### config.mk
export PLATFORM = sky130hd
export DESIGN_NAME = interface_definition_tokenizer_unit
export DESIGN_NICKNAME = d
export VERILOG_FILES = /design/src/rtl/core/idt_pkg.sv /design/src/rtl/core/idt_front.sv /design/src/rtl/core/idt_queue.sv /design/src/rtl/core/idt_back.sv /design/src/rtl/core/interface_definition_tokenizer_unit.sv
export VERILOG_INCLUDE_DIRS = /design/src /design/src/rtl/core
export SDC_FILE = /design/constraint.sdc
export NUM_CORES = 1
export LEC_CHECK = 0
export BUFFER_PORTS_ARGS = -buffer_cell sky130_fd_sc_hd__buf_2
export CORE_ASPECT_RATIO = 0.75
export CORE_MARGIN = 2
export CORE_UTILIZATION = 55
export CTS_CLUSTER_DIAMETER = 60
export DETAILED_ROUTE_END_ITERATION = 16
export HOLD_SLACK_MARGIN = 0.02
export PLACE_DENSITY = 0.72
export SLEW_MARGIN = 20
export SYNTH_ARGS = -nofsm -noshare
export SYNTH_HDL_FRONTEND = slang
export SYNTH_SLANG_ARGS = --single-unit
### constraint.sdc
create_clock -name clock -period 21.8 [get_ports clock]
set_input_delay 4.36 -clock clock [delete_from_list [all_inputs] [get_ports clock]]
set_output_delay 4.36 -clock clock [all_outputs]
set_load 0.05 [all_outputs]
### src/rtl/core/interface_definition_tokenizer_unit_assert.svh
// Assertion macros for the tokenizer unit.
// Used by the top level only; bodies vanish when SYNTH is defined.
`ifndef INTERFACE_DEFINITION_TOKENIZER_UNIT_ASSERT_SVH
`define INTERFACE_DEFINITION_TOKENIZER_UNIT_ASSERT_SVH
`ifndef SYNTH
`define IDT_ASSERT_IMPL(label, clk, rst, prop, msg) \
   label: assert property (@(posedge clk) disable iff (rst) (prop)) else $error(msg);
`define IDT_ASSERT_NEXT(label, clk, rst, ante, cons, msg) \
   label: assert property (@(posedge clk) disable iff (rst) (ante) |=> (cons)) else $error(msg);
`else
`define IDT_ASSERT_IMPL(label, clk, rst, prop, msg)
`define IDT_ASSERT_NEXT(label, clk, rst, ante, cons, msg)
`endif
`endif

### src/rtl/core/idt_pkg.sv
// Package for the tokenizer unit: payload structs, token kinds, scan modes.
// No dependencies; imported by every module of the block.
package idt_pkg;
   localparam int LineWidthDefault   = 20;
   localparam int ColumnWidthDefault = 16;
   localparam int OffsetWidthDefault = 24;
   localparam int LenWidth           = 24;
   localparam logic [3:0] TabWidthReset = 4'd4;

   typedef enum logic [2:0] {
      KIND_PUNCT   = 3'd0,
      KIND_IDENT   = 3'd1,
      KIND_INTEGER = 3'd2,
      KIND_STRING  = 3'd3,
      KIND_END     = 3'd4,
      KIND_BAD     = 3'd5,
      KIND_OPEN_CM = 3'd6,
      KIND_OPEN_ST = 3'd7
   } kind_type;

   typedef enum logic [3:0] {
      MODE_IDLE, MODE_SLASH, MODE_LINE, MODE_BLOCK, MODE_BLOCK_STAR,
      MODE_IDENT, MODE_ZERO, MODE_INTEGER, MODE_STRING, MODE_ERROR
   } mode_type;

   typedef struct packed {
      logic [7:0] in_byte;
      logic       end_of_input;
   } req_type;

   typedef struct packed {
      logic [2:0]  token_kind;
      logic [19:0] start_line;
      logic [15:0] start_column;
      logic [23:0] start_offset;
      logic [23:0] token_length;
      logic [7:0]  char_value;
      logic        last_of_run;
   } rsp_type;

   // Up to two results produced by one input item.
   typedef struct packed {
      logic    two;
      rsp_type first;
      rsp_type second;
   } pair_type;

   function automatic logic is_punct(input logic [7:0] b);
      return b inside {8'h7B, 8'h7D, 8'h28, 8'h29, 8'h5B, 8'h5D, 8'h3C, 8'h3E,
                       8'h2A, 8'h2C, 8'h3B, 8'h3D};
   endfunction
   function automatic logic is_alpha(input logic [7:0] b);
      return (b inside {[8'h61:8'h7A]}) || (b inside {[8'h41:8'h5A]});
   endfunction
   function automatic logic is_digit(input logic [7:0] b);
      return b inside {[8'h30:8'h39]};
   endfunction
   function automatic logic is_word(input logic [7:0] b);
      return is_alpha(b) || is_digit(b) || (b == 8'h5F);
   endfunction
endpackage

### src/rtl/core/idt_front.sv
// Front part: scanner state machine and position counters, one byte a cycle on step.
// Depends on idt_pkg; feeds result pairs into idt_queue.
module idt_front import idt_pkg::*; #(
   parameter int LINE_WIDTH   = LineWidthDefault,
   parameter int COLUMN_WIDTH = ColumnWidthDefault,
   parameter int OFFSET_WIDTH = OffsetWidthDefault
) (
   input  logic     clock,
   input  logic     reset,
   input  logic     step,
   input  req_type  item,
   input  logic [3:0] tab_width,
   output logic     push,
   output pair_type pair
);
   mode_type mode_ff, mode_in;
   logic [LINE_WIDTH-1:0]   line_ff, line_in, sline_ff, sline_in;
   logic [COLUMN_WIDTH-1:0] col_ff, col_in, scol_ff, scol_in;
   logic [OFFSET_WIDTH-1:0] off_ff, off_in, soff_ff, soff_in;
   logic [LenWidth-1:0]     len_ff, len_in, len_inc;
   logic [COLUMN_WIDTH:0]   col_sum;

   rsp_type res [2];
   logic [1:0] cnt;
   logic [7:0] b;

   localparam logic [LINE_WIDTH-1:0]   LineMax = '1;
   localparam logic [COLUMN_WIDTH-1:0] ColMax  = '1;
   localparam logic [OFFSET_WIDTH-1:0] OffMax  = '1;

   function automatic rsp_type mk(input kind_type k, input logic [LINE_WIDTH-1:0] l,
                                  input logic [COLUMN_WIDTH-1:0] c,
                                  input logic [OFFSET_WIDTH-1:0] o,
                                  input logic [LenWidth-1:0] n, input logic [7:0] ch);
      rsp_type r;
      r.token_kind   = k;
      r.start_line   = 20'(l);
      r.start_column = 16'(c);
      r.start_offset = 24'(o);
      r.token_length = n;
      r.char_value   = ch;
      r.last_of_run  = 1'b0;
      return r;
   endfunction

   // Mode transition and result generation.
   always_comb begin
      logic rehandle;
      b = item.in_byte;
      mode_in = mode_ff;
      sline_in = sline_ff; scol_in = scol_ff; soff_in = soff_ff; len_in = len_ff;
      len_inc = (len_ff == '1) ? len_ff : len_ff + 1'b1;
      res[0] = '0; res[1] = '0; cnt = 2'd0; rehandle = 1'b0;
      line_in = line_ff; col_in = col_ff; off_in = off_ff;
      col_sum = '0;
      if (item.end_of_input) begin
         case (mode_ff)
            MODE_SLASH: begin
               res[0] = mk(KIND_BAD, sline_ff, scol_ff, soff_ff, len_ff, 8'h2F); cnt = 2'd1;
            end
            MODE_BLOCK, MODE_BLOCK_STAR: begin
               res[0] = mk(KIND_OPEN_CM, sline_ff, scol_ff, soff_ff, len_ff, 8'h00); cnt = 2'd1;
            end
            MODE_IDENT: begin
               res[0] = mk(KIND_IDENT, sline_ff, scol_ff, soff_ff, len_ff, 8'h00); cnt = 2'd1;
            end
            MODE_ZERO, MODE_INTEGER: begin
               res[0] = mk(KIND_INTEGER, sline_ff, scol_ff, soff_ff, len_ff, 8'h00); cnt = 2'd1;
            end
            MODE_STRING: begin
               res[0] = mk(KIND_OPEN_ST, sline_ff, scol_ff, soff_ff, len_ff, 8'h00); cnt = 2'd1;
            end
            default: ;
         endcase
         res[cnt[0]] = mk(KIND_END, line_ff, col_ff, off_ff, '0, 8'h00);
         cnt = cnt + 2'd1;
         mode_in = MODE_IDLE;
         line_in = LINE_WIDTH'(1); col_in = COLUMN_WIDTH'(1); off_in = '0;
         sline_in = LINE_WIDTH'(1); scol_in = COLUMN_WIDTH'(1); soff_in = '0; len_in = '0;
      end else begin
         case (mode_ff)
            MODE_SLASH:
               if (b == 8'h2F) mode_in = MODE_LINE;
               else if (b == 8'h2A) begin
                  len_in = len_inc; mode_in = MODE_BLOCK;
               end else begin
                  res[0] = mk(KIND_BAD, sline_ff, scol_ff, soff_ff, len_ff, 8'h2F);
                  cnt = 2'd1; mode_in = MODE_ERROR;
               end
            MODE_LINE: if (b == 8'h0A) mode_in = MODE_IDLE;
            MODE_BLOCK: begin
               len_in = len_inc;
               if (b == 8'h2A) mode_in = MODE_BLOCK_STAR;
            end
            MODE_BLOCK_STAR: begin
               len_in = len_inc;
               if (b == 8'h2F) mode_in = MODE_IDLE;
               else if (b != 8'h2A) mode_in = MODE_BLOCK;
            end
            MODE_IDENT:
               if (is_word(b)) len_in = len_inc;
               else begin
                  res[0] = mk(KIND_IDENT, sline_ff, scol_ff, soff_ff, len_ff, 8'h00);
                  cnt = 2'd1; rehandle = 1'b1;
               end
            MODE_ZERO:
               if (b == 8'h78 || b == 8'h58) begin
                  len_in = len_inc; mode_in = MODE_IDENT;
               end else if (is_digit(b)) begin
                  len_in = len_inc; mode_in = MODE_INTEGER;
               end else begin
                  res[0] = mk(KIND_INTEGER, sline_ff, scol_ff, soff_ff, len_ff, 8'h00);
                  cnt = 2'd1; rehandle = 1'b1;
               end
            MODE_INTEGER:
               if (is_digit(b)) len_in = len_inc;
               else begin
                  res[0] = mk(KIND_INTEGER, sline_ff, scol_ff, soff_ff, len_ff, 8'h00);
                  cnt = 2'd1; rehandle = 1'b1;
               end
            MODE_STRING:
               if (b == 8'h22) begin
                  res[0] = mk(KIND_STRING, sline_ff, scol_ff, soff_ff, len_inc, 8'h00);
                  cnt = 2'd1; len_in = len_inc; mode_in = MODE_IDLE;
               end else if (b == 8'h0A) begin
                  res[0] = mk(KIND_OPEN_ST, sline_ff, scol_ff, soff_ff, len_ff, 8'h00);
                  cnt = 2'd1; mode_in = MODE_ERROR;
               end else len_in = len_inc;
            MODE_ERROR: ;
            default: rehandle = 1'b1;
         endcase
         // Byte handled afresh between tokens.
         if (rehandle) begin
            if (b inside {8'h20, 8'h09, 8'h0A, 8'h0D, 8'h08, 8'h0B}) mode_in = MODE_IDLE;
            else if (is_punct(b)) begin
               res[cnt[0]] = mk(KIND_PUNCT, line_ff, col_ff, off_ff, LenWidth'(1), b);
               cnt = cnt + 2'd1; mode_in = MODE_IDLE;
            end else if (b == 8'h2F || is_alpha(b) || b == 8'h5F || is_digit(b) ||
                         b == 8'h22) begin
               sline_in = line_ff; scol_in = col_ff; soff_in = off_ff;
               len_in = LenWidth'(1);
               if (b == 8'h2F) mode_in = MODE_SLASH;
               else if (b == 8'h30) mode_in = MODE_ZERO;
               else if (is_digit(b)) mode_in = MODE_INTEGER;
               else if (b == 8'h22) mode_in = MODE_STRING;
               else mode_in = MODE_IDENT;
            end else begin
               res[cnt[0]] = mk(KIND_BAD, line_ff, col_ff, off_ff, LenWidth'(1), b);
               cnt = cnt + 2'd1; mode_in = MODE_ERROR;
            end
         end
         // Position advance after the byte.
         if (b == 8'h0A) begin
            line_in = (line_ff == LineMax) ? line_ff : line_ff + 1'b1;
            col_in = COLUMN_WIDTH'(1);
         end else begin
            if (b == 8'h09) col_sum = {1'b0, col_ff} + (COLUMN_WIDTH+1)'(tab_width);
            else if (b == 8'h0D || b == 8'h08 || b == 8'h0B) col_sum = {1'b0, col_ff};
            else col_sum = {1'b0, col_ff} + 1'b1;
            col_in = col_sum[COLUMN_WIDTH] ? ColMax : col_sum[COLUMN_WIDTH-1:0];
         end
         off_in = (off_ff == OffMax) ? off_ff : off_ff + 1'b1;
      end
      if (cnt == 2'd1) res[0].last_of_run = 1'b1;
      if (cnt == 2'd2) res[1].last_of_run = 1'b1;
      push = step && (cnt != 2'd0);
      pair.two = (cnt == 2'd2);
      pair.first = res[0];
      pair.second = res[1];
   end

   // State registers.
   always_ff @(posedge clock) begin
      if (reset) begin
         mode_ff <= MODE_IDLE;
         line_ff <= LINE_WIDTH'(1); col_ff <= COLUMN_WIDTH'(1); off_ff <= '0;
         sline_ff <= LINE_WIDTH'(1); scol_ff <= COLUMN_WIDTH'(1); soff_ff <= '0;
         len_ff <= '0;
      end else if (step) begin
         mode_ff <= mode_in;
         line_ff <= line_in; col_ff <= col_in; off_ff <= off_in;
         sline_ff <= sline_in; scol_ff <= scol_in; soff_ff <= soff_in;
         len_ff <= len_in;
      end
   end
endmodule

### src/rtl/core/idt_queue.sv
// Queue of result pairs between front and back, four entries deep.
// Depends on idt_pkg.
module idt_queue import idt_pkg::*; (
   input  logic     clock,
   input  logic     reset,
   input  logic     push,
   input  pair_type push_data,
   input  logic     pop,
   output logic     not_empty,
   output logic     has_room,
   output pair_type head
);
   pair_type mem_ff [4];
   logic [1:0] wr_ff, rd_ff;
   logic [2:0] cnt_ff;

   assign not_empty = (cnt_ff != 3'd0);
   // Room while fewer than four pairs are held; the front steps against the registered count.
   assign has_room  = (cnt_ff < 3'd4);
   assign head      = mem_ff[rd_ff];

   // Storage.
   always_ff @(posedge clock) begin
      if (push) mem_ff[wr_ff] <= push_data;
   end

   // Pointers and fill count.
   always_ff @(posedge clock) begin
      if (reset) begin
         wr_ff <= '0; rd_ff <= '0; cnt_ff <= '0;
      end else begin
         if (push) wr_ff <= wr_ff + 2'd1;
         if (pop) rd_ff <= rd_ff + 2'd1;
         cnt_ff <= cnt_ff + 3'(push) - 3'(pop);
      end
   end
endmodule

### src/rtl/core/idt_back.sv
// Back part: unpacks result pairs into single items on the result channel.
// Depends on idt_pkg; reads from idt_queue.
module idt_back import idt_pkg::*; (
   input  logic     clock,
   input  logic     reset,
   input  logic     q_valid,
   input  pair_type q_head,
   output logic     q_pop,
   output logic     rsp_valid,
   input  logic     rsp_ready,
   output rsp_type  rsp_data
);
   logic second_ff, second_in;

   assign rsp_valid = q_valid;
   assign rsp_data  = (second_ff || !q_head.two) ?
                      (second_ff ? q_head.second : q_head.first) : q_head.first;

   // Pop after the last result of the pair leaves.
   always_comb begin
      second_in = second_ff;
      q_pop = 1'b0;
      if (q_valid && rsp_ready) begin
         if (q_head.two && !second_ff) second_in = 1'b1;
         else begin
            second_in = 1'b0;
            q_pop = 1'b1;
         end
      end
   end

   always_ff @(posedge clock) begin
      if (reset) second_ff <= 1'b0;
      else second_ff <= second_in;
   end
endmodule

### src/rtl/core/interface_definition_tokenizer_unit.sv
// Tokenizer unit for an interface-definition language.
// Channels: req_ (one source byte or end marker per item), rsp_ (one token
// or error per item), csr_ (writes tab_width). All use valid/ready.
// One input byte is taken per cycle while the result queue has room; each
// byte gives zero, one or two results, which are registered in the queue
// and appear on rsp_ behind older results, two of one byte one after the
// other. Sustained input rate is one byte per cycle with queue room, set by
// the scanner state register; output is one result per cycle on rsp_ready.
// The front scanner feeds a four-entry queue of result pairs; when the
// receiver stalls the queue fills and req_ready drops, so no result is lost.
// Synchronous reset returns the scanner to line 1, column 1, offset 0, empties
// the queue and sets tab_width to 4. An end marker always gives an end token
// and rearms the scanner without touching tab_width.
`include "interface_definition_tokenizer_unit_assert.svh"
module interface_definition_tokenizer_unit import idt_pkg::*; #(
   parameter int LINE_WIDTH   = LineWidthDefault,
   parameter int COLUMN_WIDTH = ColumnWidthDefault,
   parameter int OFFSET_WIDTH = OffsetWidthDefault
) (
   input  logic       clock,
   input  logic       reset,
   input  logic       req_valid,
   output logic       req_ready,
   input  req_type    req_data,
   output logic       rsp_valid,
   input  logic       rsp_ready,
   output rsp_type    rsp_data,
   input  logic       csr_valid,
   output logic       csr_ready,
   input  logic [3:0] csr_data
);
   logic [3:0] tab_ff;
   logic       step, push, q_valid, q_room, q_pop;
   pair_type   pair, head;

   assign req_ready = q_room;
   assign step      = req_valid && req_ready;
   assign csr_ready = 1'b1;

   // Tab width register.
   always_ff @(posedge clock) begin
      if (reset) tab_ff <= TabWidthReset;
      else if (csr_valid) tab_ff <= csr_data;
   end

   idt_front #(
      .LINE_WIDTH(LINE_WIDTH), .COLUMN_WIDTH(COLUMN_WIDTH), .OFFSET_WIDTH(OFFSET_WIDTH)
   ) u_front (
      .clock(clock), .reset(reset), .step(step), .item(req_data),
      .tab_width(tab_ff), .push(push), .pair(pair)
   );

   idt_queue u_queue (
      .clock(clock), .reset(reset), .push(push), .push_data(pair), .pop(q_pop),
      .not_empty(q_valid), .has_room(q_room), .head(head)
   );

   idt_back u_back (
      .clock(clock), .reset(reset), .q_valid(q_valid), .q_head(head), .q_pop(q_pop),
      .rsp_valid(rsp_valid), .rsp_ready(rsp_ready), .rsp_data(rsp_data)
   );

   // Checks.
   `IDT_ASSERT_IMPL(a_no_push_full, clock, reset, !(push && !q_room), "push into full queue")
   `IDT_ASSERT_IMPL(a_pop_valid, clock, reset, !(q_pop && !q_valid), "pop from empty queue")
   `IDT_ASSERT_NEXT(a_end_last, clock, reset, step && req_data.end_of_input, rsp_valid, "end marker gave no result")
endmodule

# After elaboration in Yosys (flattened, before gate mapping)
# Memory sizes are Yosys's and may differ from the RTL's. A register that Yosys moved wholly into a read port is not among the register bits.
# Index checks and enable logic that the tools add are counted.
[totals]
ff_bits = 160
mem_bits_rw = 772
output_inout_bits = 99
word_cells = 242
memories = 1
[mem_list]
columns = ["name", "words", "word_bits", "rd", "rd_clocked_by_memory_dff", "write_ports", "line", "rtl"]
rows = [
  ["u_queue.mem_ff", 4, 193, 1, 1, 1, "idt_queue.sv:13", "pair_type mem_ff [4];"],
]
[op_classes]
addsub = 11
magnitude_cmp = 11
eq_ne = 49
muxes = 116
bitwise = 2
n_reduce_logical = 39
[ops]
columns = ["cell", "count"]
rows = [
  ["$mux W96", 11],
  ["$mux W192", 5],
  ["$pmux W96 S5", 2],
  ["$bwmux W192", 3],
  ["$mux W24", 20],
  ["$demux W96 S1", 2],
  ["$mux W20", 8],
  ["$pmux W24 S6", 1],
  ["$mux W16", 8],
  ["$eq A8 B6 Y1 const B", 12],
  ["$mux W95", 1],
  ["$mux W94", 1],
  ["$mux W4", 19],
  ["$mux W17", 4],
  ["$eq A8 B7 Y1 const B", 7],
  ["$add A24 B1 Y24 const B", 2],
  ["$eq A24 B24 Y1 const B", 2],
  ["$eq A8 B4 Y1 const B", 5],
  ["$mux W2", 12],
  ["$pmux W4 S6", 1],
  ["$add A20 B1 Y20 const B", 1],
  ["$eq A20 B20 Y1 const B", 1],
  ["$add A16 B1 Y17 const B", 1],
  ["$add A16 B4 Y17", 1],
  ["40 further kinds", 98],
]

# Logic depth before layout (Yosys ltp)
[depth]
depth_word = 20
mapped_depth = 16
mapped_depth_nobuf = 15

# Hierarchy
# Synthesis repeated with hierarchy kept, for this count alone.
[unflattened]
hier_cells = 2523
area_unflattened_um2 = 40023.4
[by_module_without_submodules]
columns = ["module", "n_inst", "cells_per_inst", "area_per_inst_um2"]
rows = [
  ["idt_queue", 1, 1050, 28519.9],
  ["idt_front", 1, 1342, 10123.5],
  ["idt_back", 1, 115, 1218.7],
  ["interface_definition_tokenizer_unit", 1, 16, 161.4],
]

# Least setup slack after synthesis
# OpenSTA, ideal clock, no wires.
[synth_path]
path_type = "input-to-reg"
from = "input port req_data[1] (netlist name)"
to = "memory u_queue.mem_ff[0][0] (netlist name) (enable)"
setup_time_ns = 0.548
arrival_time_ns = 10.417
required_ns = 21.252
path_slack_ns = 10.835
cell_stages = 11
n_path_buf = 1
cell_sequence = "buf_6 > or3b_4 > or3_1 > a211o_1 > nor2_2 > inv_2 > ha_1 > a21boi_0 > a32oi_1 > o31a_4 > and2_1"
[synth_via]
elab_chain_cells = 18
[synth_lines]
columns = ["element", "line", "rtl"]
rows = [
  ["start, declared", "interface_definition_tokenizer_unit.sv:24", "input req_type req_data,"],
  ["$ge A8 B7 Y1 / $le A8 B7 Y1 (equally long branches)", "idt_pkg.sv:53", "return (b inside {[8'h61:8'h7A]}) || (b inside {[8'h41:8'h5A]});"],
  ["$logic_and A1 B1 Y1", "idt_pkg.sv:53", ""],
  ["$logic_or A1 B1 Y1", "idt_pkg.sv:53", ""],
  ["$logic_or A1 B1 Y1 (2 in series)", "idt_pkg.sv:59", "return is_alpha(b) || is_digit(b) || (b == 8'h5F);"],
  ["$mux W1", "idt_front.sv:101", "if (is_word(b)) len_in = len_inc;"],
  ["$pmux W2 S5", "idt_front.sv:81", "case (mode_ff)"],
  ["$mux W2", "idt_front.sv:56", "if (item.end_of_input) begin"],
  ["$add A2 B1 Y2", "idt_front.sv:137, idt_front.sv:149", ""],
  ["$mux W2", "idt_front.sv:138", "end else if (b == 8'h2F || is_alpha(b) || b == 8'h5F || is_digit(b) ||"],
  ["$mux W2", "idt_front.sv:135", "else if (is_punct(b)) begin"],
  ["$mux W2", "idt_front.sv:134", "if (b inside {8'h20, 8'h09, 8'h0A, 8'h0D, 8'h08, 8'h0B}) mode_in = MODE_IDLE;"],
  ["$mux W2 *", "idt_front.sv:133", "if (rehandle) begin"],
  ["$mux W2 *", "idt_front.sv:56", ""],
  ["$reduce_bool A2 Y1 *", "idt_front.sv:166", "push = step && (cnt != 2'd0);"],
  ["$logic_and A1 B1 Y1 *", "idt_front.sv:166", ""],
  ["$mux W1 *", "idt_queue.sv:24", "if (push) mem_ff[wr_ff] <= push_data;"],
  ["$mux W1 (not written as such) *", "idt_queue.sv:24", ""],
  ["end, declared", "idt_queue.sv:13", ""],
]
# Every way passes the cells marked *; elsewhere a longest branch is shown, timed or not. The select of a mux whose other input is x is not followed.

# Worst setup path after layout
[layout_path]
from = "input port req_data[2] (netlist name)"
to = "memory u_queue.mem_ff[1][122] (netlist name) (enable)"
# The elaborated chain is that of the path after synthesis.

==> results.md <==
- RD Place Congestion: 0.992
- Final hold violation count: 0
- Clock Latency Late Sink: roughly 640 ps
- Number of flops mapped to enable cells by yosys: 672
- Dominant synthesized flop cell: edfxtp_1
- Drt total wl: roughly 90000 um
- Cts hold-fix bufs: 0
- Iter 0 DRT Violations: about 2400
- CP Buf/Inv Count: 4
- CTS buffer count: 80
- Final ANT Viol Nets: 0
- First-pass GRT wire length: 136000 um
- CTS tree: yes
- Cell family with most CP delay: buffers and inverters
- Avg Cell Area, Syn: 14.0 um^2
- Cell mode on critical path: buf_4
- CTS clk-pin slew, worst paths: about 60 ps
- Share of flip-flops with an asynchronous set or reset: 0
- Vias in the first global route: 23100
- Number of inserted diodes: 0
- FF+latch count, synth: ~830
- Worst Hold Class: reg -> reg
- Slowest Stage Delay on Critical Path: 890 ps
- Post-CTS setup repair buffer count: 0
- Synth Cell Area: approximately 36000 um^2
- Drt wl/cell: 25.0 um
- Port-buffer cells: about 120
- Max Freq: about 110 MHz
- Worst-Margin Slew: 1110 ps
- DR DRC count: 0
- Critical path class: in -> reg
- Root buf cell: clkbuf_16
- Clock buffer depth: 3
- Final setup fails: 0
- CTS resizes: 0
- Area Overhead vs Synth: 11.5%
- Max rail drop VDD: 0.0679 mV
- Full die area: 67900 um^2
- Minimum clock period: 8860 ps
- Layout cells sized above 1: 0.183
- Die Y: 226 um
- Fill cells: 4777
- Synth Net Count: 2618
- DR vias: around 23000
- Crit start category: primary input
- Final setup TNS: 0 ps
- Worst path required time: 22040 ps
- I/O Pins: 117
- Htree depth: 3
- Leakage: 13.6 nW
- Antenna violations before repair: 1
- Final HPWL DP: ~54000 um
- Largest net degree at the start of global routing: 67
- Worst Path Arrival: around 9100 ps
- Gate Count Post-Synth: 2583
- Ordered list of cells on the worst path: buf_2 -> nor2b_1 -> a41oi_1 -> a211o_1 -> nor2_2 -> inv_2 -> ha_1 -> a21boi_0 -> a32oi_1 -> o31a_4 -> and2_4 -> buf_4 -> buf_4
- Post-layout util: 0.619
- Synth cell types: 100
- RSZ-0062 raised after global routing: no
- Area of the core: 65200 um^2
- Slew margin rel.: 0.255
- Ys Warns: 0
- Worst Skew: 25.0 ps
- Clock Sink Count: 834
- CP Capture Type: register
- Initial Util: 0.556
- Final net count: roughly 2700
- Period utilization: 0.406
- Die X: 300 um
- Num rows: 81
- Number of max-cap violations: 0
- Slew Viols, Final: 0
- Worst Path Max Fanout: 66
- Global route total overflow: 0
- Aggregate global-route resource usage: 0.265
- Status: complete, no violations
- Slowest-stage cell, CP: buf_4
- DR pass1 iterations: 6
- Vias/cell: 6.41
- P per Cell Area: 111 nW/um^2
- Sequential area share after synthesis: 0.647
[flip-flops by register name, summed over array words and instances (netlist names), named ones only]
signal,count
u_front.sline_ff,20
u_back.second_ff,1
u_queue.rd_ff,2
u_front.mode_ff,4
u_queue.wr_ff,2
u_front.line_ff,20
u_front.soff_ff,24
tab_ff,4
u_front.col_ff,16
u_queue.mem_ff,672
u_front.off_ff,24
u_queue.cnt_ff,3
u_front.len_ff,24
u_front.scol_ff,16
[cell families after synthesis]
kind of cell,after synthesis,share of synthesized area
flip-flops,834,0.647
AND/OR/NAND/NOR,807,0.109
AO/OA/AOI/OAI,483,0.0937
buffers and inverters,211,0.0236
multiplexers,183,0.109
XOR/XNOR,46,0.0111
adder cells (fa/ha/maj),18,0.00656
other,1,0.000104
[area by class of cell]
class | instances | area [um^2] | share of cell area
tap | 871 | 1090 | 0.0270
multi-input combinational | 1538 | 12000 | 0.297
timing repair buffer | 160 | 913 | 0.0226
clock buffer | 112 | 2280 | 0.0564
sequential | 834 | 23400 | 0.581
clock inverter | 38 | 508 | 0.0126
inverter | 38 | 144 | 0.00356
[cell usage in the layout (no fill, tap or decap), types with 20 or more instances in the layout]
| cell | count |
|---|---|
| nor2b_1 | 61 |
| a31oi_1 | 26 |
| and2_1 | 43 |
| dfxtp_1 | 159 |
| clkbuf_1 | 20 |
| a22o_1 | 109 |
| buf_4 | 45 |
| edfxtp_1 | 672 |
| nand2_1 | 324 |
| nor2_1 | 135 |
| xnor2_1 | 21 |
| a21o_1 | 20 |
| clkbuf_16 | 83 |
| nand3_1 | 61 |
| o21ai_0 | 102 |
| xor2_1 | 25 |
| nor3_1 | 28 |
| nand4_1 | 23 |
| or3_1 | 32 |
| buf_2 | 115 |
| a21oi_1 | 91 |
| mux4_2 | 168 |
| inv_1 | 35 |
[worst register-to-register path, delay by kind of cell (launching register included)]
| family | cells | cell delay [ps] |
|---|---|---|
| compound gates | 4 | 800 |
| buf+inv | 6 | 2590 |
| flops | 1 | 380 |
| fa+ha+maj | 1 | 120 |
| simple gates | 4 | 1100 |
[final timing paths]
check | startpoint | endpoint | slack, ps | cells past startpoint
worst max-delay path | req_data[2] | u_queue.mem_ff[1][122]$_DFFE_PP_ | 12940 | 13
worst min-delay path | u_front.soff_ff[6]$_SDFFE_PP0P_ | u_front.soff_ff[6]$_SDFFE_PP0P_ | 480 | 1
worst max register to register | u_front.mode_ff[0]$_SDFFE_PP0P_ | u_queue.mem_ff[1][122]$_DFFE_PP_ | 16390 | 15
worst min register to register | u_front.soff_ff[6]$_SDFFE_PP0P_ | u_front.soff_ff[6]$_SDFFE_PP0P_ | 480 | 1
[where the power goes]
part	switching (mW)	internal (mW)
Sequential	0.0578	1.85
Combinational	0.771	0.338
Clock	0.597	0.855
Total	1.43	3.05
[stage by stage]
| step | power [mW] | worst slack, ps | hold slack [ps] | instances | cell area, um^2 |
|---|---|---|---|---|---|
| global placement | 3.05 | 12360 | 461 | 3441 | 37600 |
| detailed placement | 3.06 | 12370 | 464 | 3441 | 37600 |
| CTS | 4.51 | 12790 | 478 | 3591 | 40400 |
| floorplan | 2.78 | 10830 | 450 | 2583 | 36200 |
| finish | 4.47 | 12940 | 480 | 3591 | 40400 |
| global route | 4.64 | 12560 | 493 | 3591 | 40400 |
[synth_stat cells, types with 25 or more instances]
| cell | number | share of area |
|---|---|---|
| a21oi_1 | 91 | 0.013 |
| a22o_1 | 109 | 0.026 |
| a31oi_1 | 27 | 0.0047 |
| and2_1 | 47 | 0.0081 |
| buf_1 | 29 | 0.0030 |
| buf_2 | 32 | 0.0044 |
| clkbuf_1 | 107 | 0.011 |
| dfxtp_1 | 162 | 0.090 |
| edfxtp_1 | 672 | 0.56 |
| inv_1 | 35 | 0.0036 |
| mux4_2 | 168 | 0.10 |
| nand2_1 | 324 | 0.034 |
| nand3_1 | 61 | 0.0084 |
| nor2_1 | 135 | 0.014 |
| nor2b_1 | 61 | 0.011 |
| nor3_1 | 28 | 0.0039 |
| o21ai_0 | 102 | 0.014 |
| or3_1 | 32 | 0.0055 |
| xor2_1 | 25 | 0.0060 |
[layer usage]
| metal | vias to the layer above | track usage | part of all wire |
|---|---|---|---|
| met4 | 0 | 0.0835 | 0.027 |
| li1 | 10100 | - | - |
| met5 | - | 0 | 0 |
| met1 | 11800 | 0.382 | 0.43 |
| met2 | 937 | 0.411 | 0.47 |
| met3 | 166 | 0.0510 | 0.077 |
No activity file was read; power rests on OpenSTA's default activity.
